<file path="config.mk">
export PLATFORM = sky130hd
export DESIGN_NAME = brqbd_front
export DESIGN_NICKNAME = d
export VERILOG_FILES = /design/src/brqbd_pkg.sv /design/src/brqbd_front.sv
export SDC_FILE = /design/constraint.sdc
export NUM_CORES = 1
export LEC_CHECK = 0
export BUFFER_PORTS_ARGS = -buffer_cell sky130_fd_sc_hd__buf_2
export CAP_MARGIN = 20
export CELL_PAD_IN_SITES_DETAIL_PLACEMENT = 1
export CELL_PAD_IN_SITES_GLOBAL_PLACEMENT = 1
export CORE_MARGIN = 8
export CORE_UTILIZATION = 44
export DETAILED_ROUTE_END_ITERATION = 12
export PLACE_DENSITY_LB_ADDON = 0.1
export SLEW_MARGIN = 15
export SYNTH_ARGS = -nofsm -noshare
export SYNTH_HDL_FRONTEND = slang
export SYNTH_SLANG_ARGS = --single-unit
</file>
<file path="constraint.sdc">
create_clock -name clk_i -period 5.9 [get_ports clk_i]
set_input_delay 0 -clock clk_i [delete_from_list [all_inputs] [get_ports clk_i]]
set_output_delay 0 -clock clk_i [all_outputs]
set_load 0.05 [all_outputs]
</file>
<file path="src/brqbd_pkg.sv">
// Shared types and constants for the bounded ring queue with batch dequeue.
// No dependencies; imported by every module of the block.
package brqbd_pkg;

  localparam int unsigned DEF_DEPTH     = 256;
  localparam int unsigned DEF_WORD_BITS = 64;
  localparam int unsigned DEF_MAX_BATCH = 64;

  localparam int unsigned OPC_W  = 3;
  localparam int unsigned WORD_W = 64;
  localparam int unsigned LIM_W  = 7;
  localparam int unsigned CNT_W  = 9;
  localparam int unsigned STAT_W = 2;

  localparam logic [CNT_W-1:0] CAP_RESET = CNT_W'(256);

  localparam logic [STAT_W-1:0] ST_OK    = 2'd0;
  localparam logic [STAT_W-1:0] ST_FULL  = 2'd1;
  localparam logic [STAT_W-1:0] ST_EMPTY = 2'd2;

  typedef enum logic [OPC_W-1:0] {
    OP_ENQ   = 3'd0,
    OP_DEQ   = 3'd1,
    OP_PEEK  = 3'd2,
    OP_BATCH = 3'd3,
    OP_SIZE  = 3'd4
  } op_e;

  typedef struct packed {
    op_e              op;
    logic [LIM_W-1:0] lim;
  } cmd_t;

endpackage

</file>
<file path="src/brqbd_front.sv">
// Front end: accepts commands, decodes the opcode, saturates the batch limit
// and holds up to two decoded commands for the back end. Depends on brqbd_pkg.
module brqbd_front import brqbd_pkg::*; #(
  parameter int unsigned WORD_BITS = DEF_WORD_BITS,
  parameter int unsigned MAX_BATCH = DEF_MAX_BATCH
) (
  input  logic                 clk_i,
  input  logic                 rst_ni,
  input  logic                 start_i,
  input  logic [OPC_W-1:0]     opcode_i,
  input  logic [WORD_W-1:0]    push_word_i,
  input  logic [LIM_W-1:0]     batch_limit_i,
  output logic                 busy_o,
  input  logic                 pop_i,
  output logic                 cmd_valid_o,
  output cmd_t                 cmd_o,
  output logic [WORD_BITS-1:0] word_o
);

  cmd_t                 slot_cmd_q  [2];
  logic [WORD_BITS-1:0] slot_word_q [2];
  logic                 wp_q, rp_q;
  logic [1:0]           cnt_q, cnt_d;
  logic                 accept;
  cmd_t                 cmd_in;

  always_comb begin
    cmd_in.op = OP_SIZE;
    unique case (opcode_i)
      OP_ENQ:   cmd_in.op = OP_ENQ;
      OP_DEQ:   cmd_in.op = OP_DEQ;
      OP_PEEK:  cmd_in.op = OP_PEEK;
      OP_BATCH: cmd_in.op = OP_BATCH;
      default:  cmd_in.op = OP_SIZE;
    endcase
    if (32'(batch_limit_i) > MAX_BATCH) begin
      cmd_in.lim = LIM_W'(MAX_BATCH);
    end else begin
      cmd_in.lim = batch_limit_i;
    end
  end

  assign busy_o      = cnt_q[1];
  assign accept      = start_i && !busy_o;
  assign cmd_valid_o = (cnt_q != 2'd0);
  assign cmd_o       = slot_cmd_q[rp_q];
  assign word_o      = slot_word_q[rp_q];

  always_comb begin
    cnt_d = cnt_q;
    if (accept && !(pop_i && cmd_valid_o)) begin
      cnt_d = cnt_q + 2'd1;
    end else if (!accept && pop_i && cmd_valid_o) begin
      cnt_d = cnt_q - 2'd1;
    end
  end

  always_ff @(posedge clk_i or negedge rst_ni) begin
    if (!rst_ni) begin
      wp_q  <= 1'b0;
      rp_q  <= 1'b0;
      cnt_q <= 2'd0;
    end else begin
      cnt_q <= cnt_d;
      if (accept) begin
        wp_q <= ~wp_q;
      end
      if (pop_i && cmd_valid_o) begin
        rp_q <= ~rp_q;
      end
    end
  end

  always_ff @(posedge clk_i) begin
    if (accept) begin
      slot_cmd_q[wp_q]  <= cmd_in;
      slot_word_q[wp_q] <= push_word_i[WORD_BITS-1:0];
    end
  end

endmodule

</file>
==> results.json <==
{
  "netlist-cell-type-count": 19,
  "place_congestion": 0.682,
  "grt_overflow": 0,
  "synth.ff_latch_count": 152,
  "clock-sinks": 152,
  "holdPathEnd": "slot_word_q[1][7]",
  "synth_top_cells_by_area": "edfxtp_1 (77%), mux2_4 (13%), mux2_2 (4.7%)",
  "syn_area_per_cell_sq_um": 22.3,
  "hold_class": "primary input to flop",
  "worstPathRequired_ns": 5.90,
  "critical_path.startpoint_type": "flop",
  "fmax_mhz": 383,
  "tns_ns": 0,
  "path_cells": "buf_4, mux2_2, buf_2",
  "synthCells": 260,
  "holdWs_ns": 0.314,
  "regToRegSetupSlack_ns": 3.42,
  "syn_area_sq_mm": 0.00579,
  "fillers": 1221,
  "synth_top_area_share_pct": 76.7,
  "p_per_area_mw_per_mm2": 536,
  "path_buf_inv": 2,
  "numPortBuffers": 153,
  "die_w_um": 131,
  "ctsRootBufferMaster": "clkbuf_16",
  "critPathMaxStageDelay_ns": 0.80,
  "criticalPathCategory": "flop to output pin",
  "synthFlopType": "edfxtp_1",
  "ys_seq_area_share_pct": 78.4,
  "drc": 0,
  "slowest_stage": "dfrtp_4",
  "n_antenna_cell": 0,
  "firstDrtPassIters": 5,
  "syn_nets": 338,
  "wire_per_inst_um": 18.3,
  "worst_pin_slew_ns": 1.05,
  "synth_top_area_cell": "edfxtp_1",
  "critPathArrivalTime_ns": 2.61,
  "numCtsBuffers": 17,
  "dieArea_sq_mm": 0.0171,
  "slew-limit-headroom_pct": 30.2,
  "grt_first_pass_wirelength_um": 19100,
  "grt_pass1_vias": 3692,
  "grt_max_degree": 75,
  "cp_max_fo": 44,
  "synth-edff-count": 148,
  "finalNetCount": 581,
  "drt_iter0_drc": 123,
  "drv_slew": 0,
  "clockBufferDepth": 2,
  "setup_slack_ns": 3.29,
  "pin_count": 154,
  "r2r_cells": 3,
  "cts_tree": "built",
  "critPathLaunch": "rp_q",
  "floorplan.initialDensity_pct": 44.5,
  "setup_viol": 0,
  "async_flop_share_pct": 2.63,
  "cts_resized": 0,
  "yosysMostFrequentCell": "edfxtp_1",
  "antenna_found_initial": 0,
  "rsz0062_at_grt": "no",
  "crit_family": "buffers and inverters",
  "clock_latency_ns": 0.41,
  "r2r_start": "cnt_q[1]",
  "core_area_sq_mm": 0.0130,
  "h-tree-depth": 4,
  "post_cts_buffers": 0,
  "grt_usage_pct": 15.3,
  "fin_crit_sh_pct": 44.2,
  "synth.yosys.warnings": 0,
  "vdd_drop_max_uv": 352,
  "worstHoldStart": "push_word_i[7]",
  "whs_path_depth": 2,
  "synthTopCellsByCount": "edfxtp_1 (148), mux2_4 (50), mux2_2 (24)",
  "vias": 3195,
  "postRouteWirelength_um": 12600,
  "hold_violations": 0,
  "p_leak_nw": 3.20,
  "r2r-end": "slot_cmd_q[0][0]",
  "fin_crit_ns": 2.61,
  "die_h_um": 131,
  "final_layout_size_suffix_gt1_share_pct": 50.4,
  "synthToLayoutAreaGrowth_pct": 39.5,
  "clk_pin_slew_ns": 0.06,
  "num_rows": 42,
  "stdcell_count": 692,
  "setup.worst_path.end_class": "output pin",
  "dp.cells": 581,
  "ant_nets": 0,
  "post-place-ws_ns": 3.33,
  "avgViaCountPerCell": 4.62,
  "hpwl_um": 7650,
  "fin_util_pct": 62.0,
  "status": "complete, no violations",
  "maxCapViolCount": 0,
  "finClkSkew_ns": 0.00725
}
==> flip-flops by register name, indices dropped and copies added (netlist names) <==
| signal | flops |
|---|---|
| slot_word_q | 128 |
| slot_cmd_q | 20 |
| wp_q | 1 |
| rp_q | 1 |
| cnt_q | 2 |
==> stage by stage <==
step | power (mW) | cell area, sq um
floorplan | 2.96 | 5790
global placement | 3.27 | 6720
detailed placement | 3.29 | 6720
CTS | 4.39 | 8080
global route | 4.50 | 8080
finish | 4.33 | 8080
==> cell type report <==
cell class	count	area, sq um	share of cell area [%]
multi-input combinational	97	1170	14.5
tap	176	220	2.72
inverter	1	3.75	0.0464
timing repair buffer	234	1570	19.4
clock inverter	12	133	1.64
sequential	152	4550	56.3
clock buffer	20	437	5.40
==> power by group <==
group          switching [mW]  total (mW)  internal [mW]  leakage, nW
clock                   0.383        1.04          0.656        0.286
sequential              0.116        1.56           1.44         1.41
combinational            1.18        1.73          0.551         1.50
total                    1.68        4.33           2.65         3.20
==> routing by layer <==
metal / vias up / GRT usage (%) / wire length [um]
met5: - / 0 / 0
met4: 0 / 6.08 / 162
met3: 16 / 5.36 / 901
met2: 101 / 27.9 / 6690
met1: 1574 / 15.7 / 4890
li1: 1504 / - / -
==> cell usage in the layout (no fill, tap or decap) <==
cell           synthesis  layout
nand2_1                2       2
and2_4                 0       1
a21oi_1                1       1
clkbuf_16              0      17
buf_2                  2     153
dlygate4sd3_1          0      79
clkinv_2               0       7
dfrtp_1                4       3
clkinv_1               0       2
o211ai_1               1       1
nor2b_1               10      10
dfrtp_4                0       1
inv_1                  1       1
edfxtp_1             148     148
clkbuf_1               2       3
mux2_2                24      24
nand3b_1               1       1
nand2b_1               1       1
bufinv_16              0       3
xnor2_1                2       2
mux2_4                50      50
o21ai_0                2       2
or2_2                  1       1
buf_4                  0       2
nor2_4                 0       1
==> worst max-delay path by stage <==
| stage | cells past startpoint | endpoint |
|---|---|---|
| 2_1_floorplan | 2 | slot_cmd_q[0][0] |
| 3_3_place_gp | 3 | slot_cmd_q[0][1] |
| 3_5_place_dp | 3 | slot_cmd_q[0][2] |
| 4_1_cts | 3 | word_o[2] |
| 5_1_grt | 3 | cmd_o[3] |
| 6_report | 3 | word_o[2] |
==> repair_timing <==
action,in CTS,in global routing
setup endpoints to repair,0,0
endpoints found under the hold margin,156,0
hold buffers,79,0
==> logic make-up (layout without fill, tap and decap cells) <==
family,Yosys count,count (layout),synth area share [%]
AOI/OAI and AO/OA,4,4,0.389
xor gates and xnor gates,2,2,0.302
buffers and inverters,11,267,1.53
DFF,152,152,78.4
muxes,74,74,17.6
and+or+nand+nor,17,17,1.73
Note: power is estimated with default switching activity, not from simulation.
